### src/hw/rtl/lfps_pkg.sv
// ----------------------------------------------------------------------------
// lfps_pkg
// Shared constants, types and register codes of the line follower steering
// core.
// ----------------------------------------------------------------------------
package lfps_pkg;

  localparam int NUM_SENSORS = 16;
  localparam int SAMPLE_BITS = 12;
  localparam int THRESH_W    = 12;
  localparam int SUM_W       = 7;
  localparam int CNT_W       = 5;
  localparam int SUM_MAX     = 127;
  localparam int COUNT_MAX   = 31;
  localparam int POS_W       = 13;
  localparam int MIDDLE_Q8   = 1920;
  localparam int POS_MAX     = (NUM_SENSORS - 1) * 256;
  localparam int POS_NONE    = -256;
  localparam int DVD_W       = 21;
  localparam int DVS_W       = 32;
  localparam int INTEG_W     = 48;
  localparam int ACC_W       = 88;
  localparam int MUL_W       = 33;
  localparam int CORR_W      = 22;
  localparam int CORR_LIMIT  = 1048576;
  localparam int PWM_W       = 16;

  // Configuration register indexes
  typedef enum logic [2:0] {
    REG_KP     = 3'd0,
    REG_KI     = 3'd1,
    REG_KD     = 3'd2,
    REG_CRUISE = 3'd3,
    REG_THRESH = 3'd4
  } reg_idx_t;

  typedef struct packed {
    logic signed [31:0]   kp;
    logic signed [31:0]   ki;
    logic signed [31:0]   kd;
    logic [PWM_W-1:0]     cruise;
    logic [THRESH_W-1:0]  thresh;
  } cfg_t;

  // One closed scan handed from the front to the back
  typedef struct packed {
    logic [SUM_W-1:0] index_sum;
    logic [CNT_W-1:0] hit_count;
    logic [31:0]      time_ms;
  } scan_t;

  typedef struct packed {
    logic signed [POS_W-1:0] position_q8;
    logic [PWM_W-1:0]        right_pwm;
    logic                    right_reverse;
    logic [PWM_W-1:0]        left_pwm;
    logic                    left_reverse;
  } result_t;

endpackage

### src/hw/rtl/lfps_queue.sv
// ----------------------------------------------------------------------------
// lfps_queue
// Two-entry queue of closed scans between the front and the back.
// ----------------------------------------------------------------------------
module lfps_queue (
  input  logic            clk,
  input  logic            rst_n,
  input  logic            push,
  input  lfps_pkg::scan_t push_data,
  output logic            push_ready,
  input  logic            pop,
  output logic            pop_valid,
  output lfps_pkg::scan_t pop_data
);

  lfps_pkg::scan_t ent_r [2];
  logic            wr_ptr_r;
  logic            rd_ptr_r;
  logic [1:0]      cnt_r;
  logic            do_push, do_pop;

  assign push_ready = (cnt_r != 2'd2);
  assign pop_valid  = (cnt_r != 2'd0);
  assign pop_data   = ent_r[rd_ptr_r];
  assign do_push    = push && push_ready;
  assign do_pop     = pop && pop_valid;

  // Entry storage
  always_ff @(posedge clk) begin
    if (do_push) begin
      ent_r[wr_ptr_r] <= push_data;
    end
  end

  // Pointers and fill level
  always_ff @(posedge clk) begin
    if (!rst_n) begin
      wr_ptr_r <= 1'b0;
      rd_ptr_r <= 1'b0;
      cnt_r    <= 2'd0;
    end else begin
      if (do_push) wr_ptr_r <= ~wr_ptr_r;
      if (do_pop)  rd_ptr_r <= ~rd_ptr_r;
      if (do_push && !do_pop)      cnt_r <= cnt_r + 2'd1;
      else if (do_pop && !do_push) cnt_r <= cnt_r - 2'd1;
    end
  end

endmodule

### config.mk
export PLATFORM = sky130hd
export DESIGN_NAME = lfps_queue
export DESIGN_NICKNAME = d
export VERILOG_FILES = /design/src/hw/rtl/lfps_pkg.sv /design/src/hw/rtl/lfps_queue.sv
export SDC_FILE = /design/constraint.sdc
export NUM_CORES = 1
export LEC_CHECK = 0
export BUFFER_PORTS_ARGS = -buffer_cell sky130_fd_sc_hd__buf_2
export CAP_MARGIN = 10
export CORE_MARGIN = 2
export CORE_UTILIZATION = 51
export DETAILED_ROUTE_END_ITERATION = 16
export PLACE_DENSITY = 0.8
export REMOVE_ABC_BUFFERS = 1
export SKIP_LAST_GASP = 1
export SLEW_MARGIN = 20
export SYNTH_ARGS = -nofsm -noshare
export SYNTH_HDL_FRONTEND = slang
export SYNTH_SLANG_ARGS = --single-unit
export TNS_END_PERCENT = 20
### constraint.sdc
create_clock -name clk -period 2.7 [get_ports clk]
set_input_delay 0.135 -clock clk [delete_from_list [all_inputs] [get_ports clk]]
set_output_delay 0.135 -clock clk [all_outputs]
set_load 0.1 [all_outputs]
==> qor.yml, run 1 <==
vias_per_cell: 5.09
cts.sinks: 93
fin_skew_ps: 10.1
seq_area_mm2: 0.00274
grt_pass1_vias: 1997
final.period_utilization_pct: 80.5
wl_um: 6300
r2r_slack_ps: 880
antenna_found_initial: 0
grt_max_degree: 26
cts_resized: 0
die_area_mm2: 0.00736
tightest_slew_ps: 591
ant_nets: 0
antenna_cells: 0
cts_buffers: 9
yosysSeqAreaShare_pct: 80.4
end_kind: "output port"
die_w_um: 85.8
area_growth_pct: 35.9
fmax_mhz: 460
drv_cap: 0
r2r-end: "ent_r[1][10]$_DFFE_PP_"
chipHeight_um: 85.8
min_path_type: "input port to flop"
relSlewSlack_pct: 60.6
finalInstanceArea_mm2: 0.00463
drt_iter0_markers: 145
initial_core_util_pct: 53.1
dp.final_hpwl_um: 3770
rsz0062_at_grt: "no"
startpoint_type: "flop"
cp.required_ps: 2570
routedWlPerCell_um: 16.1
critPathKind: "flop to output port"
grt_first_pass_wirelength_um: 9390
firstDrtPassIters: 11
reg2reg_depth: 3
coreArea_mm2: 0.00642
path_clk_slew_ps: 80
io_buffers: 93
setup_ws_ps: 526
layout.nets: 358
powerDensity_mw_per_mm2: 1150
syn_inst: 161
clockBufferDepth: 2
setup_viol: 0
rows: 29
synth_cell_types: 20
synth_area_mm2: 0.00341
vias: 1991
drcViolationCount: 10
io_pins: 94
dp.cells: 331
timing.rr.start: "cnt_r[0]$_SDFFE_PN0P_"
grt_overflow: 0
min_from: "rst_n"
hold_depth: 2
hold_violations: 0
violations: "design-rule violations"
min_to: "cnt_r[0]$_SDFFE_PN0P_"
stdcell_count: 391
htreeDepth: 3
gp_routability_congestion: 0.717
tritoncts: "built"
final_cell_mix: "buf_2, edfxtp_1, mux2_2, dlygate4sd3_1, clkbuf_8"
p_leak_nw: 1.76
num-fill-cells: 413
slew_viol_final: 0
grt_usage_pct: 17.4
cp_data_arrival_time_ps: 2040
final.min_clock_period_ps: 2170
place_area_mm2: 0.00400
place_ws_ps: 854
synth.avg_cell_area_um2: 21.2
outcome: "finished with violations"
yosysWarnings: 0
layout_commonest_cell: "buf_2"
tns_ps: 0
insertion_delay_ps: 350
drive_gt1_share_pct: 52.2
multi_input_area_um2: 636
root_buffer: "clkbuf_8"
yosys_register_bits: 93
final_util_pct: 72.2
peakVddDrop_mv: 0.946
crit_fanout: 25
cts_setup_buffers: 0
==> flip-flops by register name (all words and copies together), names as in the netlist, named ones only <==
register  cells
wr_ptr_r      1
cnt_r         2
ent_r        88
rd_ptr_r      1
==> cell type report <==
type | count | area share (%)
Clock inverter | 7 | 1.62
Multi-Input combinational cell | 62 | 13.7
Tap cell | 77 | 2.08
Inverter | 1 | 0.0810
Sequential cell | 93 | 59.2
Clock buffer | 9 | 2.67
Timing Repair Buffer | 142 | 20.6
==> power breakdown <==
group	internal (mW)	total, mW	switching (mW)	leakage (nW)
Clock	0.431	0.911	0.481	0.0918
Combinational	0.522	2.50	1.98	0.801
Sequential	1.80	1.91	0.108	0.863
Total	2.76	5.33	2.57	1.76
==> metal layers <==
| metal | up-vias | GRT usage (%) | wire, um |
|---|---|---|---|
| li1 | 927 | - | - |
| met1 | 982 | 22.2 | 2720 |
| met2 | 74 | 28.3 | 3120 |
| met3 | 8 | 5.10 | 385 |
| met4 | 0 | 6.64 | 70 |
| met5 | - | 0 | 0 |
==> logic make-up after synthesis <==
logic type	synth area share, %
AND/OR/NAND/NOR	1.91
adder cells (fa/ha/maj)	0.367
XOR/XNOR	0.771
multiplexers	14.5
buffers and inverters	0.990
flip-flops	80.4
AO/OA/AOI/OAI	1.03
==> worst max-delay path, cell delays in order (launching register included) <==
cell     delay, ps
dfxtp_2        710
buf_4          310
mux2_2         360
buf_2          290
==> worst max path at each step <==
stage          slack [ps]  cells past startpoint                endpoint                  start
2_1_floorplan         390                      2   ent_r[1][0]$_DFFE_PP_  cnt_r[0]$_SDFFE_PN0P_
3_3_place_gp          890                      3            pop_data[31]                   flop
3_5_place_dp          850                      3  ent_r[1][15]$_DFFE_PP_  cnt_r[0]$_SDFFE_PN0P_
4_1_cts               480                      3            pop_data[31]                   flop
5_1_grt               400                      3            pop_data[31]                   flop
6_report              530                      3            pop_data[31]                   flop
==> Yosys cell counts <==
cell	number	area share, %
xnor2_1	2	0.51
a21boi_1	1	0.22
dfxtp_1	5	2.9
ha_1	1	0.37
o21ai_0	1	0.15
mux2_2	44	15
a21boi_0	1	0.22
xor2_1	1	0.26
and2_1	4	0.73
edfxtp_1	88	77
and3_1	1	0.18
nand2b_4	1	0.40
inv_1	1	0.11
a21bo_2	1	0.29
nand3b_1	1	0.22
or3_1	1	0.18
buf_4	2	0.44
o21ai_1	1	0.15
buf_2	3	0.44
or2_2	1	0.18
==> per-stage QoR <==
stage,hold WS (ps),power (mW)
after floorplan,234,4.02
after global placement,323,4.37
after detailed placement,328,4.40
after CTS,37.9,5.34
after global routing,34.5,5.51
final,49.3,5.33
==> what timing repair did <==
item | in CTS | in global routing
endpoints found under the setup margin | 0 | 0
hold buffers | 44 | 0
hold endpoints to repair | 88 | 0
Note: power is estimated with default switching activity, not from simulation.
==> run 2: changes to the inputs <==
ABC_AREA = 1   (was unset)
CORE_UTILIZATION = 52   (was 51)
PLACE_DENSITY = 0.81   (was 0.8)
clock period = 2.05 ns   (was 2.7 ns; I/O delays follow)
==> qor.yml, run 2 <==
outcome: "finished, final reports clean"
path_clk_slew_ps: 80  # about the same
gp_routability_congestion: 0.685  # -4.4%
met1_usage_pct: 18.3  # -4.0 points
min_from: "pop"
r2r-end: "cnt_r[1]$_SDFFE_PN0P_"
root_buffer: "clkbuf_8"
die_area_mm2: 0.00764  # +3.9%
end_kind: "output port"
peakVddDrop_mv: 0.942  # -0.43%
synth_most_common_cell: "edfxtp_1"
relSlewSlack_pct: 66.8  # +6.2 points
synthFlopType: "edfxtp_1"
layout_commonest_cell: "buf_2"
tritoncts: "built"
final.min_clock_period_ps: 1780
antenna_found_initial: 0  # unchanged
seq_power_share_pct: 36.1  # +0.2 points
grt_usage_pct: 16.0  # -1.3 points
synth_cell_types: 15  # -25%
tns_ps: 0  # unchanged
fmax_mhz: 562
insertion_delay_ps: 340  # about the same
regMostFlops: "ent_r"
synth.avg_cell_area_um2: 20.8  # -1.8%
min_to: "rd_ptr_r$_SDFFE_PN0P_"
synthArstFlopShare_pct: 0  # unchanged
startpoint_type: "flop"
io_pins: 94  # unchanged
initial_core_util_pct: 53.6  # +0.47 points
drv_cap: 0  # unchanged
synth_xor_area_share_pct: 0  # -0.77 points
syn_inst: 174  # +8.1%
synth_fa_ha_area_share_pct: 0.346  # -0.021 points
synthTopCellsByArea: "edfxtp_1, mux2_4, dfxtp_1, buf_12, mux2_2"
dp.final_hpwl_um: 3760  # -0.28%
wl_um: 6020  # -4.4%
grt_first_pass_wirelength_um: 8840  # -5.9%
synth_edf_count: 88  # unchanged
routedWlPerCell_um: 14.7  # -8.6%
synth_common_cells: "edfxtp_1, mux2_4, nand2_1"
powerDensity_mw_per_mm2: 1430  # +25%
finalInstanceArea_mm2: 0.00480  # +3.5%
netlist.area_leader.share_pct: 73.0  # -4.5 points
place_area_mm2: 0.00417  # +4.3%
fin_skew_ps: 4.60  # -5.45 ps
critPathKind: "flop to output port"
rows: 30  # +3.4%
cp_data_arrival_time_ps: 1680  # -360 ps
yosysSeqAreaShare_pct: 75.8  # -4.6 points
htreeDepth: 3  # unchanged
reg_top3: "ent_r: 88 flops, cnt_r: 2 flops"
r2r_slack_ps: 430  # -450 ps
cts_setup_buffers: 0  # unchanged
synth-simple-area-share_pct: 2.07  # +0.17 points
cts.sinks: 93  # unchanged
final_util_pct: 71.0  # -1.2 points
drcViolationCount: 0  # -10
setup_viol: 0  # unchanged
rsz0062_at_grt: "no"
clkPwrFrac_pct: 16.0  # -1.1 points
hold_violations: 0  # unchanged
cts_buffers: 9  # unchanged
crit_fanout: 18  # -28%
layout.nets: 373  # +4.2%
grt_overflow: 0  # unchanged
timing.rr.start: "cnt_r[0]$_SDFFE_PN0P_"
cp.required_ps: 1950  # -620 ps
p_int_mw: 3.72  # +35%
synth_compound_area_share_pct: 0.622  # -0.40 points
antenna_cells: 0  # unchanged
synth_top_family_by_area: "multiplexers"
min_path_type: "input port to flop"
yosysWarnings: 0  # unchanged
hold_ws_ps: 177  # +128 ps
final_cell_mix: "buf_2, edfxtp_1, dlygate4sd3_1"
p_leak_nw: 1.93  # +9.9%
power_switching_mw: 3.16  # +23%
clockBufferDepth: 2  # unchanged
reg2reg_depth: 10  # +7
final.period_utilization_pct: 86.7
gr-usage-met2_pct: 28.3  # -0.032 points
hold_depth: 4  # +2
largest_register_ffs: 88  # unchanged
grt_pass1_vias: 1944  # -2.7%
yosys_register_bits: 93  # unchanged
synth_area_mm2: 0.00362  # +6.1%
chipHeight_um: 87.4  # +1.9%
drive_gt1_share_pct: 47.7  # -4.5 points
combPwrFrac_pct: 47.9  # +0.9 points
tightest_slew_ps: 501  # -89.7 ps
drt_iter0_markers: 93  # -36%
die_w_um: 87.4  # +1.9%
top_usage_layer: "met2"
ant_nets: 0  # unchanged
area_growth_pct: 32.5
num-fill-cells: 448  # +8.5%
synthMuxAreaShare_pct: 17.8  # +3.3 points
io_buffers: 93  # unchanged
coreArea_mm2: 0.00676  # +5.2%
grt_max_degree: 31  # +19%
met3_usage_pct: 5.31  # +0.21 points
vias: 1963  # -1.4%
total_power_mw: 6.88  # +29%
firstDrtPassIters: 4  # -7
vias_per_cell: 4.80  # -5.7%
slew_viol_final: 0  # unchanged
synth_top_area_cell: "edfxtp_1"
switching_share_pct: 46.0  # -2.3 points
-- run 2: cell count changes after synthesis, sizes merged, moves of 2 or more --
cell	delta
a21boi	-2
and2	-4
inv	+7
nand2	+9
nor2	+8
xnor2	-2
-- run 2: kinds of logic after synthesis --
family,after synthesis
AND/OR/NAND/NOR,19
adder cells (fa/ha/maj),1
flip-flops,93
AO/OA/AOI/OAI,4
buffers and inverters,13
multiplexers,44
-- run 2: routing by layer --
metal,wire [um],share of wire [%]
met5,0,0
met4,74,1.2
met3,342,5.7
met2,3130,52
met1,2480,41
-- run 2: through the flow --
step                      instances  setup WS (ps)
after floorplan                 169          -1590
after global placement          348            576
after detailed placement        348            452
after CTS                       409            230
after global routing            409            199
final                           409            272
-- run 2: timing repair --
| item | 4_1_cts | 5_1_grt |
|---|---|---|
| hold buffers | 45 | 0 |
| gates resized for setup | 0 | 0 |
| endpoints found under the hold margin | 89 | 0 |
-- run 2: power by group through the flow --
| stage | logic [mW] | registers [mW] | clock network (mW) |
|---|---|---|---|
| after detailed placement | 3.24 | 2.53 | 0 |
| after global placement | 3.21 | 2.51 | 0 |
| after CTS | 3.31 | 2.49 | 1.15 |
| final | 3.29 | 2.48 | 1.10 |
| after floorplan | 2.72 | 2.61 | 0 |
| after global routing | 3.41 | 2.51 | 1.22 |
-- run 2: cell type report --
type,count,area (um2),area share [%]
multi-input combinational,68,771,16.1
clock inverter,2,35.0,0.730
inverter,8,30.0,0.626
sequential,93,2740,57.2
clock buffer,14,143,2.97
tap,80,100,2.09
timing repair buffer,144,973,20.3
-- run 2: worst max path at each step --
stage / from / endpoint / slack [ps] / cells past startpoint
floorplan: cnt_r[0]$_SDFFE_PN0P_ / ent_r[0][0]$_DFFE_PP_ / -1590 / 4
global placement: cnt_r[0]$_SDFFE_PN0P_ / ent_r[1][26]$_DFFE_PP_ / 580 / 5
detailed placement: cnt_r[0]$_SDFFE_PN0P_ / cnt_r[1]$_SDFFE_PN0P_ / 450 / 10
CTS: flop / pop_data[41] / 230 / 3
global route: flop / pop_data[41] / 200 / 3
finish: flop / pop_data[41] / 270 / 3
-- run 2: worst max-delay path, cell delays in order (launching register included) --
cell and delay (ps):
dfxtp_2 350, buf_4 320, mux2_2 370, buf_2 290
