**src/hw/rtl/lfps_pkg.sv**
```systemverilog
// ----------------------------------------------------------------------------
// lfps_pkg
// Shared constants, types and register codes of the line follower steering
// core.
// ----------------------------------------------------------------------------
package lfps_pkg;

  localparam int NUM_SENSORS = 16;
  localparam int SAMPLE_BITS = 12;
  localparam int THRESH_W    = 12;
  localparam int SUM_W       = 7;
  localparam int CNT_W       = 5;
  localparam int SUM_MAX     = 127;
  localparam int COUNT_MAX   = 31;
  localparam int POS_W       = 13;
  localparam int MIDDLE_Q8   = 1920;
  localparam int POS_MAX     = (NUM_SENSORS - 1) * 256;
  localparam int POS_NONE    = -256;
  localparam int DVD_W       = 21;
  localparam int DVS_W       = 32;
  localparam int INTEG_W     = 48;
  localparam int ACC_W       = 88;
  localparam int MUL_W       = 33;
  localparam int CORR_W      = 22;
  localparam int CORR_LIMIT  = 1048576;
  localparam int PWM_W       = 16;

  // Configuration register indexes
  typedef enum logic [2:0] {
    REG_KP     = 3'd0,
    REG_KI     = 3'd1,
    REG_KD     = 3'd2,
    REG_CRUISE = 3'd3,
    REG_THRESH = 3'd4
  } reg_idx_t;

  typedef struct packed {
    logic signed [31:0]   kp;
    logic signed [31:0]   ki;
    logic signed [31:0]   kd;
    logic [PWM_W-1:0]     cruise;
    logic [THRESH_W-1:0]  thresh;
  } cfg_t;

  // One closed scan handed from the front to the back
  typedef struct packed {
    logic [SUM_W-1:0] index_sum;
    logic [CNT_W-1:0] hit_count;
    logic [31:0]      time_ms;
  } scan_t;

  typedef struct packed {
    logic signed [POS_W-1:0] position_q8;
    logic [PWM_W-1:0]        right_pwm;
    logic                    right_reverse;
    logic [PWM_W-1:0]        left_pwm;
    logic                    left_reverse;
  } result_t;

endpackage

```
**src/hw/rtl/lfps_div.sv**
```systemverilog
// ----------------------------------------------------------------------------
// lfps_div
// Restoring unsigned divider, one quotient bit per cycle.
// ----------------------------------------------------------------------------
module lfps_div (
  input  logic                          clk,
  input  logic                          rst_n,
  input  logic                          start,
  input  logic [lfps_pkg::DVD_W-1:0]    dividend,
  input  logic [lfps_pkg::DVS_W-1:0]    divisor,
  output logic                          done,
  output logic [lfps_pkg::DVD_W-1:0]    quotient
);

  logic [lfps_pkg::DVD_W-1:0] quo_r;
  logic [lfps_pkg::DVS_W-1:0] dvs_r;
  logic [lfps_pkg::DVS_W:0]   rem_r;
  logic [lfps_pkg::DVS_W:0]   rem_sh;
  logic [lfps_pkg::DVS_W:0]   rem_sub;
  logic [4:0]                 step_r;
  logic                       busy_r;
  logic                       done_r;

  assign done     = done_r;
  assign quotient = quo_r;

  // One shift-subtract step
  always_comb begin
    rem_sh  = {rem_r[lfps_pkg::DVS_W-1:0], quo_r[lfps_pkg::DVD_W-1]};
    rem_sub = rem_sh - {1'b0, dvs_r};
  end

  always_ff @(posedge clk) begin
    if (!rst_n) begin
      busy_r <= 1'b0;
      done_r <= 1'b0;
      step_r <= '0;
    end else begin
      done_r <= 1'b0;
      if (start) begin
        busy_r <= 1'b1;
        step_r <= 5'(lfps_pkg::DVD_W - 1);
        quo_r  <= dividend;
        dvs_r  <= divisor;
        rem_r  <= '0;
      end else if (busy_r) begin
        if (rem_sh >= {1'b0, dvs_r}) begin
          rem_r <= rem_sub;
          quo_r <= {quo_r[lfps_pkg::DVD_W-2:0], 1'b1};
        end else begin
          rem_r <= rem_sh;
          quo_r <= {quo_r[lfps_pkg::DVD_W-2:0], 1'b0};
        end
        if (step_r == 5'd0) begin
          busy_r <= 1'b0;
          done_r <= 1'b1;
        end else begin
          step_r <= step_r - 5'd1;
        end
      end
    end
  end

endmodule

```
**src/hw/rtl/lfps_back.sv**
```systemverilog
// ----------------------------------------------------------------------------
// lfps_back
// Per-scan sequencer: centroid, integral and derivative, PID sum over a
// shared multiplier, and wheel command output register.
// ----------------------------------------------------------------------------
module lfps_back (
  input  logic              clk,
  input  logic              rst_n,
  input  lfps_pkg::cfg_t    cfg,
  input  logic              scan_valid,
  input  lfps_pkg::scan_t   scan_data,
  output logic              scan_pop,
  output logic              res_valid,
  input  logic              res_ready,
  output lfps_pkg::result_t res_data
);

  typedef enum logic [3:0] {
    ST_IDLE, ST_POS_WAIT, ST_ERR, ST_INT_MUL, ST_INT_ADD, ST_DER_WAIT,
    ST_PID, ST_CORR, ST_FINISH
  } state_t;

  localparam int PW = lfps_pkg::POS_W;

  state_t                                state_r;
  logic [2:0]                            phase_r;
  lfps_pkg::scan_t                       scan_r;
  logic signed [PW-1:0]                  pos_r;
  logic signed [PW-1:0]                  err_r;
  logic [31:0]                           dt_r;
  logic signed [lfps_pkg::INTEG_W-1:0]   integ_r;
  logic signed [PW-1:0]                  prev_err_r;
  logic [31:0]                           prev_time_r;
  logic                                  neg_r;
  logic signed [lfps_pkg::CORR_W-1:0]    deriv_r;
  logic signed [2*lfps_pkg::MUL_W-1:0]   prod_r;
  logic signed [lfps_pkg::ACC_W-1:0]     acc_r;
  logic signed [lfps_pkg::CORR_W-1:0]    corr_r;
  logic                                  out_valid_r;
  lfps_pkg::result_t                     out_r;

  logic signed [lfps_pkg::MUL_W-1:0]     mul_a, mul_b;
  logic                                  div_start, div_done;
  logic [lfps_pkg::DVD_W-1:0]            div_dvd, div_q;
  logic [lfps_pkg::DVS_W-1:0]            div_dvs;
  logic signed [lfps_pkg::INTEG_W:0]     integ_sum;
  logic signed [PW:0]                    diff;
  logic [PW:0]                           diff_mag;
  logic signed [lfps_pkg::ACC_W-1:0]     prod_ext;
  logic signed [lfps_pkg::ACC_W-1:0]     acc_rnd;
  logic signed [lfps_pkg::ACC_W-33:0]    corr_full;
  logic signed [lfps_pkg::CORR_W:0]      left_v, right_v;
  logic [lfps_pkg::CORR_W:0]             left_m, right_m;
  logic                                  slot_free;

  lfps_div u_div (
    .clk      (clk),
    .rst_n    (rst_n),
    .start    (div_start),
    .dividend (div_dvd),
    .divisor  (div_dvs),
    .done     (div_done),
    .quotient (div_q)
  );

  assign res_valid = out_valid_r;
  assign res_data  = out_r;
  assign slot_free = !out_valid_r || res_ready;
  assign scan_pop  = (state_r == ST_IDLE) && scan_valid;

  // Divider operands: centroid on pop, derivative in the integral add step
  always_comb begin
    diff     = (PW+1)'(err_r) - (PW+1)'(prev_err_r);
    diff_mag = diff[PW] ? (PW+1)'(-diff) : (PW+1)'(diff);
    div_start = 1'b0;
    div_dvd   = '0;
    div_dvs   = '0;
    if (state_r == ST_IDLE && scan_valid && scan_data.hit_count != '0) begin
      div_start = 1'b1;
      div_dvd   = lfps_pkg::DVD_W'({scan_data.index_sum, 8'd0});
      div_dvs   = lfps_pkg::DVS_W'(scan_data.hit_count);
    end else if (state_r == ST_INT_ADD && dt_r != '0) begin
      div_start = 1'b1;
      div_dvd   = lfps_pkg::DVD_W'({diff_mag, 8'd0});
      div_dvs   = dt_r;
    end
  end

  // Shared multiplier operand select
  always_comb begin
    mul_a = '0;
    mul_b = '0;
    if (state_r == ST_INT_MUL) begin
      mul_a = lfps_pkg::MUL_W'(err_r);
      mul_b = $signed({1'b0, dt_r});
    end else if (state_r == ST_PID) begin
      case (phase_r)
        3'd0: begin
          mul_a = lfps_pkg::MUL_W'(cfg.kp);
          mul_b = lfps_pkg::MUL_W'(err_r);
        end
        3'd1: begin
          mul_a = lfps_pkg::MUL_W'(cfg.kd);
          mul_b = lfps_pkg::MUL_W'(deriv_r);
        end
        3'd2: begin
          mul_a = lfps_pkg::MUL_W'(cfg.ki);
          mul_b = $signed({9'd0, integ_r[23:0]});
        end
        3'd3: begin
          mul_a = lfps_pkg::MUL_W'(cfg.ki);
          mul_b = lfps_pkg::MUL_W'($signed(integ_r[47:24]));
        end
        default: begin
          mul_a = '0;
          mul_b = '0;
        end
      endcase
    end
  end

  // Integral, rounding toward zero and wheel arithmetic
  always_comb begin
    integ_sum = (lfps_pkg::INTEG_W+1)'(integ_r) +
                (lfps_pkg::INTEG_W+1)'(prod_r);
    prod_ext  = lfps_pkg::ACC_W'(prod_r);
    acc_rnd   = acc_r + (acc_r[lfps_pkg::ACC_W-1] ?
                lfps_pkg::ACC_W'(33'h0FFFFFFFF) : lfps_pkg::ACC_W'(0));
    corr_full = acc_rnd[lfps_pkg::ACC_W-1:32];
    if (corr_r > 0) begin
      left_v  = (lfps_pkg::CORR_W+1)'({1'b0, cfg.cruise});
      right_v = (lfps_pkg::CORR_W+1)'({1'b0, cfg.cruise}) -
                (lfps_pkg::CORR_W+1)'(corr_r);
    end else begin
      left_v  = (lfps_pkg::CORR_W+1)'({1'b0, cfg.cruise}) +
                (lfps_pkg::CORR_W+1)'(corr_r);
      right_v = (lfps_pkg::CORR_W+1)'({1'b0, cfg.cruise});
    end
    left_m  = left_v[lfps_pkg::CORR_W]  ? (lfps_pkg::CORR_W+1)'(-left_v)
                                        : (lfps_pkg::CORR_W+1)'(left_v);
    right_m = right_v[lfps_pkg::CORR_W] ? (lfps_pkg::CORR_W+1)'(-right_v)
                                        : (lfps_pkg::CORR_W+1)'(right_v);
  end

  // Free-running product register
  always_ff @(posedge clk) begin
    prod_r <= mul_a * mul_b;
  end

  // Sequencer
  always_ff @(posedge clk) begin
    if (!rst_n) begin
      state_r     <= ST_IDLE;
      phase_r     <= '0;
      integ_r     <= '0;
      prev_err_r  <= '0;
      prev_time_r <= '0;
      out_valid_r <= 1'b0;
    end else begin
      if (res_ready && state_r != ST_FINISH) out_valid_r <= 1'b0;
      unique case (state_r)
        ST_IDLE: begin
          if (scan_valid) begin
            scan_r <= scan_data;
            if (scan_data.hit_count == '0) begin
              pos_r   <= PW'(lfps_pkg::POS_NONE);
              state_r <= ST_ERR;
            end else begin
              state_r <= ST_POS_WAIT;
            end
          end
        end
        ST_POS_WAIT: begin
          if (div_done) begin
            pos_r   <= (int'(div_q) > lfps_pkg::POS_MAX) ?
                       PW'(lfps_pkg::POS_MAX) : PW'(div_q);
            state_r <= ST_ERR;
          end
        end
        ST_ERR: begin
          err_r   <= pos_r - PW'(lfps_pkg::MIDDLE_Q8);
          dt_r    <= scan_r.time_ms - prev_time_r;
          state_r <= ST_INT_MUL;
        end
        ST_INT_MUL: begin
          state_r <= ST_INT_ADD;
        end
        ST_INT_ADD: begin
          // Saturate to the signed 48-bit range
          if (integ_sum[lfps_pkg::INTEG_W] != integ_sum[lfps_pkg::INTEG_W-1]) begin
            integ_r <= integ_sum[lfps_pkg::INTEG_W] ?
                       {1'b1, {(lfps_pkg::INTEG_W-1){1'b0}}} :
                       {1'b0, {(lfps_pkg::INTEG_W-1){1'b1}}};
          end else begin
            integ_r <= integ_sum[lfps_pkg::INTEG_W-1:0];
          end
          neg_r       <= diff[PW];
          prev_err_r  <= err_r;
          prev_time_r <= scan_r.time_ms;
          phase_r     <= '0;
          if (dt_r == '0) begin
            deriv_r <= '0;
            state_r <= ST_PID;
          end else begin
            state_r <= ST_DER_WAIT;
          end
        end
        ST_DER_WAIT: begin
          if (div_done) begin
            deriv_r <= neg_r ? -$signed({1'b0, div_q}) : $signed({1'b0, div_q});
            state_r <= ST_PID;
          end
        end
        ST_PID: begin
          // Product of phase n-1 lands in the accumulator during phase n
          case (phase_r)
            3'd1:    acc_r <= prod_ext <<< 8;
            3'd2:    acc_r <= acc_r + prod_ext;
            3'd3:    acc_r <= acc_r + (prod_ext <<< 8);
            3'd4:    acc_r <= acc_r + (prod_ext <<< 32);
            default: acc_r <= acc_r;
          endcase
          if (phase_r == 3'd4) state_r <= ST_CORR;
          else                 phase_r <= phase_r + 3'd1;
        end
        ST_CORR: begin
          if (corr_full > lfps_pkg::CORR_LIMIT)
            corr_r <= lfps_pkg::CORR_W'(lfps_pkg::CORR_LIMIT);
          else if (corr_full < -lfps_pkg::CORR_LIMIT)
            corr_r <= lfps_pkg::CORR_W'(-lfps_pkg::CORR_LIMIT);
          else
            corr_r <= corr_full[lfps_pkg::CORR_W-1:0];
          state_r <= ST_FINISH;
        end
        ST_FINISH: begin
          if (slot_free) begin
            out_valid_r         <= 1'b1;
            out_r.left_reverse  <= left_v[lfps_pkg::CORR_W];
            out_r.left_pwm      <= (left_m > 23'd65535) ? 16'hFFFF : left_m[15:0];
            out_r.right_reverse <= right_v[lfps_pkg::CORR_W];
            out_r.right_pwm     <= (right_m > 23'd65535) ? 16'hFFFF : right_m[15:0];
            out_r.position_q8   <= pos_r;
            state_r             <= ST_IDLE;
          end
        end
        default: state_r <= ST_IDLE;
      endcase
    end
  end

endmodule

```
**config.mk**
```make
export PLATFORM = sky130hd
export DESIGN_NAME = lfps_back
export DESIGN_NICKNAME = d
export VERILOG_FILES = /design/src/hw/rtl/lfps_pkg.sv /design/src/hw/rtl/lfps_div.sv /design/src/hw/rtl/lfps_back.sv
export SDC_FILE = /design/constraint.sdc
export NUM_CORES = 2
export LEC_CHECK = 0
export BUFFER_PORTS_ARGS = -buffer_cell sky130_fd_sc_hd__buf_4
export CORE_ASPECT_RATIO = 1.1
export CORE_MARGIN = 8
export CORE_UTILIZATION = 40
export DETAILED_ROUTE_END_ITERATION = 8
export GPL_ROUTABILITY_DRIVEN = 0
export HOLD_SLACK_MARGIN = 0.06
export PLACE_DENSITY = 0.57
export RECOVER_POWER = 50
export SLEW_MARGIN = 20
export SYNTH_ARGS = -nofsm -noshare
export SYNTH_HDL_FRONTEND = slang
export SYNTH_SLANG_ARGS = --single-unit
```
**constraint.sdc**
```tcl
create_clock -name clk -period 10.9 [get_ports clk]
set_input_delay 2.18 -clock clk [delete_from_list [all_inputs] [get_ports clk]]
set_output_delay 2.18 -clock clk [all_outputs]
set_load 0.1 [all_outputs]
```
==> reports/results.ini <==
[die]
core_um2 = 206000
initial_core_util_pct = 40.1
die_height_um = 493
die_area_um2 = 222000
io_pins = 221
rows = 175
die-width_um = 450

[placed_design]
place_hpwl_mm = 235
placed_cells = 12600
portBuffers = 208

[global_route]
grt_antenna_before_repair = 6
gr-total-overflow = 0
first_global_vias = 73300
grt_pass1_wl_mm = 440
grt_max_degree = 85
track_usage_pct = 25.3

[yosys]
synth_area_leaders = fa_1 (27%), edfxtp_1 (13%), ha_1 (9.4%)
synth_most_common_cell = inv_1
netlist_area_um2 = 82800
synth-edff-count = 355
synth_top_area_share_pct = 27.4
ys_async_sr_fraction_pct = 0
synth_fp_nets = 11600
syn_inst = 9641
yosys_warnings = 0
synth_ff_type = edfxtp_1
ys_ff_latch = 529
synth_area_per_cell_um2 = 8.59
yosysTopAreaCell = fa_1
yosysSeqAreaShare_pct = 17.1
yosysUniqueCellTypes = 108
synth_common_cells = inv_1 (1365), fa_1 (1132), nand2_1 (1087)

[worst_setup_path]
crit_top_cell = fa_1
cp.arrival_ns = 11.11
path_max_fanout = 14
critPathRequiredTime_ns = 11.47
rrSetupSlack_ns = 0.36
ff2ff_path_depth = 36
endpoint_kind = flip-flop
max_stage_delay_ns = 0.96
r2r_end = prod_r[63]
r2r_start = phase_r[0]
cp-startpoint = phase_r[0]
path_class = flip-flop to flip-flop
crit_slowest_cell = a22oi_2
start_kind = flip-flop

[power_and_ir_drop]
swShare_pct = 30.7
pwr-share-comb_pct = 20.4
pwr-share-seq_pct = 38.5
power_leakage_nw = 43.5
peakVddDrop_mv = 0.132
pwr-share-clk_pct = 41.1
power_density_nw_per_um2 = 67.1
switchingPower_w = 0.00190
p_int_w = 0.00429
finalPower_w = 0.00619

[status]
outcome = complete, but fails checks
violations = max-capacitance violations, max-slew violations

[clocking]
numCtsBuffers = 68
cts_tree = built
clk_latency_ns = 0.70
clk_path_buf_depth = 3
cts.sink_count = 529
clock-root-buffer = clkbuf_16
path_clk_slew_ns = 0.06
cts.htree.levels = 3

[cells_and_area]
nNetsFinal = 11800
final_cells = 12700
area_growth_pct = 11.5
postLayoutCoreUtil_pct = 44.8
drive_above_1_share_pct = 8.51
fillers = 20400

[detailed_routing]
dr.pass1.iters = 6
drtIter0Drc = 6100
ant_nets = 0
wl_per_cell_um = 22.7
drcViolationCount = 0
vias = 72100
viasPerCell = 5.67
wirelength_mm = 289

[flow_run]
cap_violations = 13

[timing]
final.setup.tns_ns = 0
setup_violations = 0
max_freq_ghz = 0.0949
fin_crit_sh_pct = 96.7
worst_pin_slew_ns = 3.48
slew_headroom_pct = -132
drv_slew = 537
hold_viol = 0
fin_crit_ns = 10.54
clock_skew_ns = 0.0396

[min_path]
hold_class = flip-flop to flip-flop
worstHoldStart = u_div.busy_r
hold_path_end = u_div.done
whs_path_depth = 2

layout make-up:
type                       count  area, um^2  area share (%)
inverter                    1367        5130            5.56
timing repair buffer         654        4970            5.38
multi-input combinational   7289       62200            67.3
sequential                   529       14100            15.3
antenna                        2        5.00         0.00542
clock inverter                47         709           0.768
clock buffer                  78        1790            1.94
tap                         2743        3430            3.72
sequential cells by signal, summed over array words and instances (netlist names), 5 cells and up:
| name | flops |
|---|---|
| acc_r | 88 |
| corr_r | 22 |
| deriv_r | 22 |
| dt_r | 32 |
| err_r | 13 |
| integ_r | 48 |
| pos_r | 13 |
| prev_err_r | 13 |
| prev_time_r | 32 |
| prod_r | 66 |
| res_data | 47 |
| scan_r | 32 |
| u_div.dvs_r | 32 |
| u_div.quotient | 21 |
| u_div.rem_r | 32 |
| u_div.step_r | 5 |
worst max-delay path, delay by kind of cell (launching register included):
kind | cells | cell delay, ns
DFF | 1 | 0.39
xor gates and xnor gates | 1 | 0.13
AOI/OAI and AO/OA | 11 | 2.98
adders and majority gates | 10 | 4.80
buffers and inverters | 7 | 0.98
and+or+nand+nor | 7 | 1.10
logic make-up (layout without fill, tap and decap cells):
group                      Yosys count  in the layout  share of synthesized area (%)
buffers and inverters             1823           2146                           8.31
muxes                               39             39                          0.484
xor gates and xnor gates           488            488                           5.16
and+or+nand+nor                   2931           2931                           15.7
other                                0              2                              0
AOI/OAI and AO/OA                 2064           2064                           16.3
DFF                                529            529                           17.1
adders and majority gates         1767           1767                           36.9
layer usage:
layer | track usage [%] | vias to the layer above | share of wire, % | wire length, um
li1 | - | 32700 | - | -
met1 | 32.2 | 35500 | 40 | 116000
met2 | 41.5 | 3073 | 46 | 132000
met3 | 4.36 | 708 | 8.0 | 23200
met4 | 13.0 | 6 | 6.1 | 17700
met5 | 0 | - | 0.012 | 36
placed cells by master, fill, tap and decap left out, types with 180 or more instances in the layout:
cell type,n
nor2_1,981
ha_1,616
xor2_1,180
a21oi_1,559
o21ai_0,422
inv_1,1364
edfxtp_1,355
xnor2_1,306
buf_4,527
a21o_1,242
nand2_1,1086
fa_1,1123
timing repair:
action                                  CTS  global route
buffers inserted                          0             2
resized for setup                         0            35
hold buffers                              0             0
endpoints found under the setup margin    0             8
endpoints found under the hold margin     0             0
how the worst max path moves through the flow:
stage / to / slack [ns] / cells after the start
2_1_floorplan: prod_r[62] / 0.34 / 26
3_3_place_gp: prod_r[63] / -0.56 / 33
3_5_place_dp: prod_r[62] / -0.60 / 31
4_1_cts: prod_r[62] / 0.10 / 31
5_1_grt: prod_r[65] / -0.06 / 32
6_report: prod_r[63] / 0.36 / 36
power by group through the flow:
stage	clock (W)	combinational, W	sequential (W)
after CTS	0.00260	0.00125	0.00238
after global placement	0	0.00122	0.00242
after global routing	0.00266	0.00139	0.00239
final	0.00255	0.00126	0.00238
after floorplan	0	0.000863	0.00237
after detailed placement	0	0.00124	0.00242
per-stage QoR:
stage	hold slack, ns	setup WS [ns]	cell area [um^2]
final	0.459	0.360	92300
after floorplan	0.421	0.336	82800
after global routing	0.470	-0.0571	92300
after detailed placement	0.444	-0.603	89900
after global placement	0.441	-0.563	89900
after CTS	0.458	0.100	92400
No activity file was read; power rests on OpenSTA's default activity.
