**config.mk**
```make
export PLATFORM = sky130hd
export DESIGN_NAME = lfps_front
export DESIGN_NICKNAME = d
export VERILOG_FILES = /design/src/hw/rtl/lfps_pkg.sv /design/src/hw/rtl/lfps_front.sv
export SDC_FILE = /design/constraint.sdc
export NUM_CORES = 1
export LEC_CHECK = 0
export ABC_AREA = 1
export BUFFER_PORTS_ARGS = -buffer_cell sky130_fd_sc_hd__buf_4
export CAP_MARGIN = 20
export CORE_ASPECT_RATIO = 1.5
export CORE_UTILIZATION = 43
export DETAILED_ROUTE_END_ITERATION = 12
export PLACE_DENSITY_LB_ADDON = 0.12
export SETUP_SLACK_MARGIN = 0.15
export SLEW_MARGIN = 20
export SYNTH_ARGS = -nofsm -noshare
export SYNTH_HDL_FRONTEND = slang
export SYNTH_SLANG_ARGS = --single-unit
```
**constraint.sdc**
```tcl
create_clock -name clk -period 1.8 [get_ports clk]
set_input_delay 0.09 -clock clk [delete_from_list [all_inputs] [get_ports clk]]
set_output_delay 0.09 -clock clk [all_outputs]
set_load 0.02 [all_outputs]
```
**src/hw/rtl/lfps_pkg.sv**
```systemverilog
// ----------------------------------------------------------------------------
// lfps_pkg
// Shared constants, types and register codes of the line follower steering
// core.
// ----------------------------------------------------------------------------
package lfps_pkg;

  localparam int NUM_SENSORS = 16;
  localparam int SAMPLE_BITS = 12;
  localparam int THRESH_W    = 12;
  localparam int SUM_W       = 7;
  localparam int CNT_W       = 5;
  localparam int SUM_MAX     = 127;
  localparam int COUNT_MAX   = 31;
  localparam int POS_W       = 13;
  localparam int MIDDLE_Q8   = 1920;
  localparam int POS_MAX     = (NUM_SENSORS - 1) * 256;
  localparam int POS_NONE    = -256;
  localparam int DVD_W       = 21;
  localparam int DVS_W       = 32;
  localparam int INTEG_W     = 48;
  localparam int ACC_W       = 88;
  localparam int MUL_W       = 33;
  localparam int CORR_W      = 22;
  localparam int CORR_LIMIT  = 1048576;
  localparam int PWM_W       = 16;

  // Configuration register indexes
  typedef enum logic [2:0] {
    REG_KP     = 3'd0,
    REG_KI     = 3'd1,
    REG_KD     = 3'd2,
    REG_CRUISE = 3'd3,
    REG_THRESH = 3'd4
  } reg_idx_t;

  typedef struct packed {
    logic signed [31:0]   kp;
    logic signed [31:0]   ki;
    logic signed [31:0]   kd;
    logic [PWM_W-1:0]     cruise;
    logic [THRESH_W-1:0]  thresh;
  } cfg_t;

  // One closed scan handed from the front to the back
  typedef struct packed {
    logic [SUM_W-1:0] index_sum;
    logic [CNT_W-1:0] hit_count;
    logic [31:0]      time_ms;
  } scan_t;

  typedef struct packed {
    logic signed [POS_W-1:0] position_q8;
    logic [PWM_W-1:0]        right_pwm;
    logic                    right_reverse;
    logic [PWM_W-1:0]        left_pwm;
    logic                    left_reverse;
  } result_t;

endpackage

```
**src/hw/rtl/lfps_front.sv**
```systemverilog
// ----------------------------------------------------------------------------
// lfps_front
// Accumulates detected sensor indexes over a scan and emits one scan record
// when the last sample of the scan arrives.
// ----------------------------------------------------------------------------
module lfps_front (
  input  logic                                clk,
  input  logic                                rst_n,
  input  logic                                in_valid,
  output logic                                in_ready,
  input  logic [lfps_pkg::SAMPLE_BITS-1:0]    sample,
  input  logic [3:0]                          sensor_index,
  input  logic                                scan_last,
  input  logic [31:0]                         time_ms,
  input  logic [lfps_pkg::THRESH_W-1:0]       thresh,
  output logic                                push,
  output lfps_pkg::scan_t                     push_data,
  input  logic                                push_ready
);

  logic [lfps_pkg::SUM_W-1:0] sum_r, sum_nxt;
  logic [lfps_pkg::CNT_W-1:0] cnt_r, cnt_nxt;
  logic [lfps_pkg::SUM_W:0]   sum_add;
  logic [lfps_pkg::CNT_W:0]   cnt_add;
  logic                       hit;
  logic                       accept;

  assign in_ready = push_ready;
  assign accept   = in_valid && in_ready;

  // Detection and saturating accumulation, current sample included
  always_comb begin
    hit = (int'(sensor_index) < lfps_pkg::NUM_SENSORS) &&
          (17'(sample) > 17'(thresh));
    sum_add = (lfps_pkg::SUM_W+1)'(sum_r) + (lfps_pkg::SUM_W+1)'(sensor_index);
    cnt_add = (lfps_pkg::CNT_W+1)'(cnt_r) + (lfps_pkg::CNT_W+1)'(1);
    sum_nxt = sum_r;
    cnt_nxt = cnt_r;
    if (hit) begin
      sum_nxt = (int'(sum_add) > lfps_pkg::SUM_MAX) ?
                lfps_pkg::SUM_W'(lfps_pkg::SUM_MAX) : sum_add[lfps_pkg::SUM_W-1:0];
      cnt_nxt = (int'(cnt_add) > lfps_pkg::COUNT_MAX) ?
                lfps_pkg::CNT_W'(lfps_pkg::COUNT_MAX) : cnt_add[lfps_pkg::CNT_W-1:0];
    end
  end

  assign push                = accept && scan_last;
  assign push_data.index_sum = sum_nxt;
  assign push_data.hit_count = cnt_nxt;
  assign push_data.time_ms   = time_ms;

  always_ff @(posedge clk) begin
    if (!rst_n) begin
      sum_r <= '0;
      cnt_r <= '0;
    end else if (accept) begin
      if (scan_last) begin
        sum_r <= '0;
        cnt_r <= '0;
      end else begin
        sum_r <= sum_nxt;
        cnt_r <= cnt_nxt;
      end
    end
  end

endmodule

```
==> results by group, run 1 <==
Power
  – Leakage: 1.21 nW
  – Cell Pwr Density: 491 mW/mm^2
  – VDD IR max: 389 uV
  – Total design power: 1.26 mW

Synthesis
  – Synthesized netlist net count: 354
  – Unique masters post-synth: 25
  – Post-synth EDFFs: 0
  – Syn avg cell area: 6.23 um^2
  – Largest family of logic cells by synthesized area: simple AND/OR/NAND/NOR gates
  – Share of async-settable or async-resettable flops after synthesis: 0%
  – Post-Synth Simple-Gate Area: 39.3%
  – Post-synthesis sequential area ratio: 14.2%
  – Ys flop type: dfxtp_1
  – Mux contribution to synthesized area: 0%
  – Synth Area in Adders: 13.8%
  – Xor and xnor area share after synthesis: 0.519%
  – Synthesized area: 0.00169 mm^2
  – Yosys warning count: 0
  – Mapped Cells: 271
  – Compound-Gate Fraction of Synth Area: 6.15%
  – #FFs+latches synth: 12

Hold path
  – Worst Hold Class: primary input to output port
  – HP Start: time_ms[12]

STA
  – Worst Tran Pin Value: 0.449 ns
  – Final Max Tran Viols: 0
  – Post-route clock period utilization: 104%
  – Worst clock skew: 0.00169 ns
  – Unrepaired setup endpoints after global routing: true
  – Setup ws final: -0.0797 ns
  – Slew Limit Headroom: 70.0%
  – Final setup violation count: 4
  – Fmax: 532 MHz
  – Final hold viol count: 0
  – Tmin final: 1.88 ns

Die
  – Number of I/O pins: 111
  – Die Width: 53.2 um
  – FP Rows: 27
  – Starting Density: 45.4%
  – CORE AREA: 0.00372 mm^2
  – Die Height: 78.7 um
  – Die area: 0.00419 mm^2

Worst setup path
  – Critical path class: flop to output port
  – Worst-path fanout max: 3
  – Worst path arrival time: 1.79 ns
  – R2r startpoint: sum_r[2]$_SDFFE_PN0P_
  – CP Launch Type: flop
  – Setup crit end kind: output port
  – CP Launch Point: sum_r[0]$_SDFFE_PN0P_
  – Data required, critical path: 1.71 ns

Flow run
  – Max_cap viols: 0

Placement
  – Placed cell area: 0.00190 mm^2
  – Pre-CTS setup slack: 0.0220 ns
  – Hpwl dp: 2820 um
  – Routability cong.: 0.815
  – Port Buf Inserts: 46

Clock network
  – CTS H-tree lvls: 1
  – CTS tree: done
  – CTS Root Cell: clkbuf_8
  – CTS Buffer Depth: 2
  – Clock sink total: 12
  – Cts hold-fix bufs: 0
  – Worst skew pair latency: 0.24 ns
  – Clock transition at the registers of the reported paths: 0.06 ns
  – TritonCTS buffer count: 3

GRT
  – Vias in the first global route: 1,595
  – GRT Total Usage: 19.8%
  – Grt total ovfl: 0
  – First-pass GRT wire length: 6410 um
  – Initial antenna violation count: 0
  – Largest net degree at the start of global routing: 14

Route
  – Vias: 1,737
  – Post-route DRC: 0
  – Wire per inst: 12.3 um
  – Routed Antenna Nets: 0
  – WL final: 4260 um
  – DRT Pass-1 Iters: 4
  – Via density: 5.02
  – Initial DRC Count: 30

Status
  – Status: finished with violations
  – Failing checks: setup timing

Cells and area
  – Layout area overhead: 51.5%
  – Most common cell after layout, fill and taps aside: nand2_1
  – Post-route cell area: 0.00256 mm^2
  – Layout Nets: 387
  – Number of diodes: 0
  – Layout cell share with drive strength beyond 1: 52.8%
  – Most frequent cells in the layout: nand2_1, buf_4, inv_1
  – FILL cells: 324
==> layer usage <==
layer / up-vias / part of all wire, % / GRT usage, % / wire [um]
li1: 882 / - / - / -
met1: 817 / 39 / 23.4 / 1670
met2: 30 / 57 / 36.2 / 2410
met3: 8 / 3.1 / 1.34 / 133
met4: 0 / 1.1 / 6.32 / 46
met5: - / 0 / 0 / 0
==> power breakdown <==
group | internal (mW) | switching [mW]
clock | 0.193 | 0.107
sequential | 0.273 | 0.0109
combinational | 0.358 | 0.314
total | 0.825 | 0.432
==> cell families after synthesis <==
logic type,Yosys count
simple gates,140
buf+inv,81
compound gates,19
fa+ha+maj,18
flops,12
xor+xnor,1
==> Yosys cell counts (3+ instances only) <==
cell	number	share of area, %
nand3_1	33	9.8
a21oi_1	15	4.4
buf_4	33	15
and2_1	12	4.4
nand2_2	12	4.4
nand4_1	3	1.1
buf_2	3	0.89
ha_1	17	13
dfxtp_1	12	14
nand2_1	55	12
inv_1	42	9.3
nor2_1	19	4.2
==> metrics by stage <==
stage	setup TNS [ns]	instances	hold slack [ns]	utilization [%]
after global placement	0	331	0.180	51.0
after floorplan	0	271	0.246	-
after detailed placement	0	331	0.180	51.0
after CTS	-0.457	344	0.180	58.4
after global routing	-0.749	346	0.180	68.8
final	-0.175	346	0.180	68.8
==> worst max-delay path, cell delays in order (launching register included) <==
cell and delay (ns):
dfxtp_2 0.34, ha_4 0.16, fa_2 0.37, nand3_2 0.08, nand4_1 0.07, nand2_1 0.06
inv_1 0.03, nor2_1 0.08, nand3_1 0.09, and2_4 0.15, buf_6 0.12
==> registers in the layout, indices dropped and copies added, names as in the netlist <==
register,count
cnt_r,5
sum_r,7
==> timing repair <==
item,CTS,global route
pin swaps,26,24
setup endpoints to repair,13,18
buffers inserted,9,2
gates resized for setup,39,81
==> worst paths after layout <==
path              cells after the start  slack (ns)                     to
setup / recovery                     10       -0.08          push_data[41]
hold / removal                        0        0.18          push_data[12]
setup reg to reg                     12        0.09  sum_r[1]$_SDFFE_PN0P_
hold reg to reg                       2        0.51  sum_r[6]$_SDFFE_PN0P_
==> layout make-up <==
type / instances / area (um^2) / share of cell area (%)
well taps: 43 / 53.8 / 2.10
inverters: 42 / 165 / 6.46
flip-flops and latches: 12 / 253 / 9.88
multi-input cells: 178 / 1420 / 55.4
clock buffers: 4 / 55.1 / 2.15
repair buffers: 67 / 613 / 24.0
Note: power is estimated with default switching activity, not from simulation.
==> inputs of run 2 (changes only) <==
--- a/config.mk
+++ b/config.mk
@@ -9,8 +9,9 @@
 export BUFFER_PORTS_ARGS = -buffer_cell sky130_fd_sc_hd__buf_4
 export CAP_MARGIN = 20
 export CORE_ASPECT_RATIO = 1.5
-export CORE_UTILIZATION = 43
+export CORE_UTILIZATION = 39
 export DETAILED_ROUTE_END_ITERATION = 12
+export HOLD_SLACK_MARGIN = 0.05
 export PLACE_DENSITY_LB_ADDON = 0.12
 export SETUP_SLACK_MARGIN = 0.15
 export SLEW_MARGIN = 20
==> constraint.sdc (replaced) <==
create_clock -name clk -period 1.7 [get_ports clk]
set_input_delay 0.085 -clock clk [delete_from_list [all_inputs] [get_ports clk]]
set_output_delay 0.085 -clock clk [all_outputs]
set_load 0.02 [all_outputs]
==> results by group, run 2 (synthesis results as in run 1) <==
Clock network
  – CTS H-tree lvls: 1 (unchanged)
  – Worst skew pair latency: 0.25 ns (about the same)
  – CTS tree: done
  – TritonCTS buffer count: 3 (unchanged)
  – Clock sink total: 12 (unchanged)
  – CTS Root Cell: clkbuf_8
  – Clock transition at the registers of the reported paths: 0.07 ns (about the same)
  – Cts hold-fix bufs: 0 (unchanged)
  – CTS Buffer Depth: 2 (unchanged)

GRT
  – Grt total ovfl: 0 (unchanged)
  – First-pass GRT wire length: 7140 um (+11%)
  – Largest net degree at the start of global routing: 14 (unchanged)
  – Grt met1 use: 21.8% (-1.7 points)
  – GRT Total Usage: 19.7% (-0.14 points)
  – Most used routing layer: met2
  – Vias in the first global route: 1,676 (+5.1%)
  – Initial antenna violation count: 0 (unchanged)
  – Grt met2 use: 39.5% (+3.3 points)
  – GRT met3 Usage: 2.02% (+0.68 points)

Flow run
  – Max_cap viols: 0 (unchanged)

Route
  – Via density: 4.92 (-1.9%)
  – Routed Antenna Nets: 0 (unchanged)
  – Post-route DRC: 0 (unchanged)
  – Vias: 1,768 (+1.8%)
  – Wire per inst: 12.9 um (+4.4%)
  – WL final: 4620 um (+8.3%)
  – Initial DRC Count: 50 (+67%)
  – DRT Pass-1 Iters: 4 (unchanged)

Placement
  – Hpwl dp: 2940 um (+4.2%)
  – Placed cell count: 342 (+3.3%)
  – Port Buf Inserts: 46 (unchanged)
  – Routability cong.: 0.796 (-2.3%)

STA
  – Final hold viol count: 0 (unchanged)
  – Final setup violation count: 7 (+3)
  – Post-route clock period utilization: 113%
  – Final hold slack: 0.170 ns (-0.0100 ns)
  – Unrepaired setup endpoints after global routing: true
  – Final Max Tran Viols: 0 (unchanged)
  – Worst clock skew: 0.00635 ns (+0.00465 ns)
  – Setup ws final: -0.221 ns (-0.141 ns)
  – Worst Tran Pin Value: 0.498 ns (+0.0490 ns)
  – Fmax: 521 MHz
  – Tmin final: 1.92 ns
  – Slew Limit Headroom: 66.8% (-3.3 points)

Cells and area
  – Most common cell after layout, fill and taps aside: nand2_1
  – Layout cell share with drive strength beyond 1: 57.3% (+4.5 points)
  – Final Util: 68.4% (-0.44 points)
  – Area of the multi-input gates: 0.00143 mm^2 (+1.1%)
  – Number of diodes: 0 (unchanged)
  – Layout Nets: 398 (+2.8%)
  – Most frequent cells in the layout: nand2_1, buf_4, buf_6
  – Top flop regs: sum_r (7), cnt_r (5)
  – Top reg by flops: sum_r
  – Largest register FFs: 7 (unchanged)
  – Post-Layout Cell Count: 359 (+3.8%)
  – Layout area overhead: 63.2%
  – FILL cells: 331 (+2.2%)
  – Register Area: 250 um^2 (-0.99%)

Worst setup path
  – CP Launch Type: flop
  – Register-to-Register Path Depth: 9 (-3)
  – R2R Setup Slk: 0.01 ns (-0.08 ns)
  – Worst path arrival time: 1.84 ns (+0.05 ns)
  – Critical path class: flop to output port
  – Data required, critical path: 1.62 ns (-0.09 ns)
  – Worst-path fanout max: 3 (unchanged)
  – Crit Reg-Reg Endpoint: sum_r[2]$_SDFFE_PN0P_
  – Setup crit end kind: output port
  – R2r startpoint: sum_r[0]$_SDFFE_PN0P_

Die
  – Number of I/O pins: 111 (unchanged)
  – CORE AREA: 0.00403 mm^2 (+8.4%)
  – Die Width: 55.7 um (+4.8%)
  – Starting Density: 41.9% (-3.5 points)
  – Die Height: 82.6 um (+4.9%)
  – FP Rows: 28 (+3.7%)
  – Die area: 0.00460 mm^2 (+9.9%)

Status
  – Failing checks: setup timing
  – Status: finished with violations

Hold path
  – Worst Hold Class: primary input to output port
  – HP Start: time_ms[21]
  – Hold Path Cell Cnt: 0 (unchanged)
  – WHS Endpoint: push_data[21]

Power
  – VDD IR max: 458 uV (+18%)
  – Cell Pwr Density: 529 mW/mm^2 (+7.6%)
  – Leakage: 1.30 nW (+6.9%)
  – Total design power: 1.46 mW (+16%)
run 2: cell types whose count changed in the layout (fill, tap and decap cells not counted), moves of 2 or more:
cell     change
buf_12       +2
buf_16       +2
buf_4        -2
buf_6       +10
inv_1        -3
inv_4        +2
nand3_1      -5
nand3_2      +5
run 2: worst max-delay path by stage:
stage | startpoint | to | slack (ns) | cells after the start
after floorplan | sum_r[0]$_SDFFE_PN0P_ | sum_r[4]$_SDFFE_PN0P_ | 0.15 | 10
after global placement | sum_r[0]$_SDFFE_PN0P_ | push_data[41] | -0.02 | 10
after detailed placement | sum_r[0]$_SDFFE_PN0P_ | push_data[41] | -0.02 | 10
after CTS | sum_r[0]$_SDFFE_PN0P_ | push_data[41] | -0.21 | 10
after global routing | sum_r[0]$_SDFFE_PN0P_ | push_data[41] | -0.29 | 10
final | sum_r[0]$_SDFFE_PN0P_ | push_data[39] | -0.22 | 8
run 2: what timing repair did:
action | 4_1_cts | 5_1_grt
gates resized for setup | 88 | 44
endpoints found under the hold margin | 0 | 0
endpoints found under the setup margin | 18 | 20
buffers inserted | 10 | 1
cloned | 2 | 0
pin swaps | 41 | 22
run 2: area by class of cell:
type | instances | area share (%)
inverters | 42 | 6.18
repair buffers | 78 | 28.7
multi-input cells | 178 | 52.0
well taps | 45 | 2.04
flip-flops and latches | 12 | 9.08
clock buffers | 4 | 2.00
run 2: per-layer routing:
metal / wire (um) / share of wire [%] / vias up
met4: 29 / 0.63 / 0
met5: 0 / 0 / -
met2: 2520 / 55 / 27
li1: - / - / 912
met3: 157 / 3.4 / 6
met1: 1900 / 41 / 823
run 2: power breakdown:
part           switching (mW)  internal, mW  leakage (nW)
Combinational           0.363         0.455          1.17
Clock                   0.132         0.205        0.0288
Sequential             0.0104         0.290         0.100
run 2: critical path: stages (launching register included):
cell and delay (ns):
dfxtp_2 0.34, ha_4 0.16, fa_2 0.37, buf_4 0.15, xor2_1 0.13, nor2_1 0.08
nand3_1 0.09, and2_4 0.15, buf_6 0.12
run 2: stage by stage:
stage	setup TNS [ns]	area (um^2)	setup slack, ns
final	-1.08	2760	-0.221
after global routing	-1.71	2760	-0.288
after CTS	-0.851	2580	-0.209
after detailed placement	-0.0375	2010	-0.0218
after global placement	-0.0373	2010	-0.0233
after floorplan	0	1720	0.146
==> inputs of run 3 (changes only) <==
--- a/config.mk
+++ b/config.mk
@@ -6,7 +6,7 @@
 export NUM_CORES = 1
 export LEC_CHECK = 0
 export ABC_AREA = 1
-export BUFFER_PORTS_ARGS = -buffer_cell sky130_fd_sc_hd__buf_4
+export BUFFER_PORTS_ARGS = -buffer_cell sky130_fd_sc_hd__clkbuf_2
 export CAP_MARGIN = 20
 export CORE_ASPECT_RATIO = 1.5
 export CORE_UTILIZATION = 39
==> results by group, run 3 (synthesis results as in run 1) <==
Status
  – Status: finished with violations
  – Failing checks: setup timing

Hold path
  – Worst Hold Class: primary input to output port

STA
  – Setup ws final: -0.288 ns (-0.0667 ns)
  – Post-route clock period utilization: 117% (+3.9 points)
  – Final setup violation count: 9 (+2)
  – TNS Setup: -1.46 ns (-0.382 ns)
  – Fmax: 503 MHz (-3.4%)
  – Final Max Tran Viols: 0 (unchanged)
  – Final hold viol count: 0 (unchanged)
  – Worst Tran Pin Value: 0.475 ns (-0.0234 ns)
  – Worst clock skew: 0.00595 ns (-0.000396 ns)
  – Tmin final: 1.99 ns (+0.0667 ns)
  – Unrepaired setup endpoints after global routing: true
  – Slew Limit Headroom: 68.3% (+1.6 points)

Placement
  – Routability cong.: 0.812 (+1.9%)
  – Hpwl dp: 2950 um (+0.43%)
  – Port Buf Inserts: 46 (unchanged)
  – Placed cell count: 343 (+0.29%)

Die
  – Die Height: 82.6 um (unchanged)
  – Starting Density: 41.9% (unchanged)
  – Die area: 0.00460 mm^2 (unchanged)
  – Die Width: 55.7 um (unchanged)
  – Number of I/O pins: 111 (unchanged)
  – CORE AREA: 0.00403 mm^2 (unchanged)
  – FP Rows: 28 (unchanged)

Cells and area
  – FILL cells: 341 (+3.0%)
  – Area of the multi-input gates: 0.00146 mm^2 (+1.8%)
  – Layout cell share with drive strength beyond 1: 56.9% (-0.41 points)
  – Largest register FFs: 7 (unchanged)
  – Most frequent cells in the layout: nand2_1, inv_1, buf_4
  – Layout area overhead: 62.5%
  – Layout Nets: 403 (+1.3%)
  – Post-Layout Cell Count: 363 (+1.1%)
  – Register Area: 248 um^2 (-1.0%)
  – Top reg by flops: sum_r
  – Top flop regs: sum_r (7), cnt_r (5)
  – Number of diodes: 0 (unchanged)
  – Most common cell after layout, fill and taps aside: nand2_1

Power
  – Leakage: 1.31 nW (+0.74%)
  – Cell Pwr Density: 490 mW/mm^2 (-7.3%)
  – VDD IR max: 465 uV (+1.5%)

Worst setup path
  – Setup crit end kind: output port
  – Worst-path fanout max: 3 (unchanged)
  – CP Launch Type: flop
  – Critical path class: flop to output port
  – Worst path arrival time: 1.90 ns (+0.06 ns)
  – Data required, critical path: 1.62 ns (about the same)

Route
  – Vias: 1,834 (+3.7%)
  – Post-route DRC: 0 (unchanged)
  – Routed Antenna Nets: 0 (unchanged)
  – Wire per inst: 13.3 um (+3.5%)
  – DRT Pass-1 Iters: 4 (unchanged)
  – Initial DRC Count: 51 (+2.0%)
  – WL final: 4830 um (+4.7%)
  – Via density: 5.05 (+2.6%)

Clock network
  – CTS H-tree lvls: 1 (unchanged)
  – CTS Root Cell: clkbuf_8
  – TritonCTS buffer count: 3 (unchanged)
  – Cts hold-fix bufs: 0 (unchanged)
  – CTS tree: done
  – Clock sink total: 12 (unchanged)
  – CTS Buffer Depth: 2 (unchanged)
  – Clock transition at the registers of the reported paths: 0.05 ns (-0.02 ns)
  – Worst skew pair latency: 0.25 ns (about the same)

GRT
  – Vias in the first global route: 1,565 (-6.6%)
  – GRT Total Usage: 17.8% (-1.9 points)
  – Initial antenna violation count: 0 (unchanged)
  – Grt total ovfl: 0 (unchanged)
  – Largest net degree at the start of global routing: 14 (unchanged)
  – First-pass GRT wire length: 6490 um (-9.1%)

Flow run
  – Max_cap viols: 0 (unchanged)
==> run 3: changes by cell type in the layout (fill, tap and decap cells not counted), moves of 2 or more <==
cell,before,now
buf_8,0,9
nand2_2,13,16
nand3_4,2,4
nand3_2,13,11
buf_4,39,25
and2_4,12,9
nand2_8,0,2
nand2_4,9,6
and2_1,0,3
clkbuf_2,0,21
buf_6,34,22
==> run 3: worst paths after layout <==
kind                            slack [ns]                  start  cells past startpoint                     to
worst min register to register        0.53  cnt_r[3]$_SDFFE_PN0P_                      2  cnt_r[3]$_SDFFE_PN0P_
worst min-delay path                  0.17            time_ms[21]                      0          push_data[21]
worst max register to register       -0.11  sum_r[0]$_SDFFE_PN0P_                     12  sum_r[4]$_SDFFE_PN0P_
worst max-delay path                 -0.29  sum_r[0]$_SDFFE_PN0P_                     10          push_data[43]
==> run 3: worst max-delay path: stages (launching register included) <==
cell and delay [ns]:
dfxtp_2 0.34, ha_4 0.16, fa_2 0.39, nand2_2 0.09, nand2_1 0.06, nand2_1 0.07
nand2_1 0.05, nor2_1 0.11, nand3_1 0.11, and2_4 0.16, buf_8 0.12
==> run 3: per-layer routing <==
layer | up-vias | share of wire [%] | routed length (um) | GRT usage [%]
met4 | 0 | 2.2 | 106 | 6.75
met3 | 13 | 4.1 | 196 | 1.40
li1 | 917 | - | - | -
met2 | 43 | 55 | 2640 | 35.5
met5 | - | 0 | 0 | 0
met1 | 861 | 39 | 1890 | 19.3
==> run 3: stage by stage <==
stage / hold WS (ns) / util (%) / power [mW] / area [um^2] / setup slack [ns]
2_1_floorplan: 0.241 / - / 0.720 / 1720 / 0.146
3_3_place_gp: 0.170 / 46.5 / 0.758 / 1870 / -0.0433
3_5_place_dp: 0.170 / 46.5 / 0.759 / 1870 / -0.0616
4_1_cts: 0.170 / 55.6 / 1.15 / 2240 / -0.244
5_1_grt: 0.170 / 68.1 / 1.41 / 2740 / -0.330
6_report: 0.170 / 68.1 / 1.34 / 2740 / -0.288
==> run 3: layout make-up <==
class,instances,share of cell area (%)
clock buffer,3,1.51
inverter,42,6.11
multi-input combinational,179,53.2
sequential,12,9.03
tap,45,2.05
timing repair buffer,82,28.1
==> run 3: what timing repair did <==
item | 4_1_cts | 5_1_grt
gates resized for setup | 52 | 103
endpoints found under the setup margin | 18 | 21
buffers inserted | 4 | 10
gates cloned | 3 | 0
pin swaps | 20 | 41
endpoints found under the hold margin | 0 | 0
==> run 3: report_power, final <==
part / leakage [nW] / internal [mW] / switching [mW]
logic: 1.18 / 0.402 / 0.362
clock network: 0.0216 / 0.157 / 0.121
registers: 0.100 / 0.291 / 0.0105
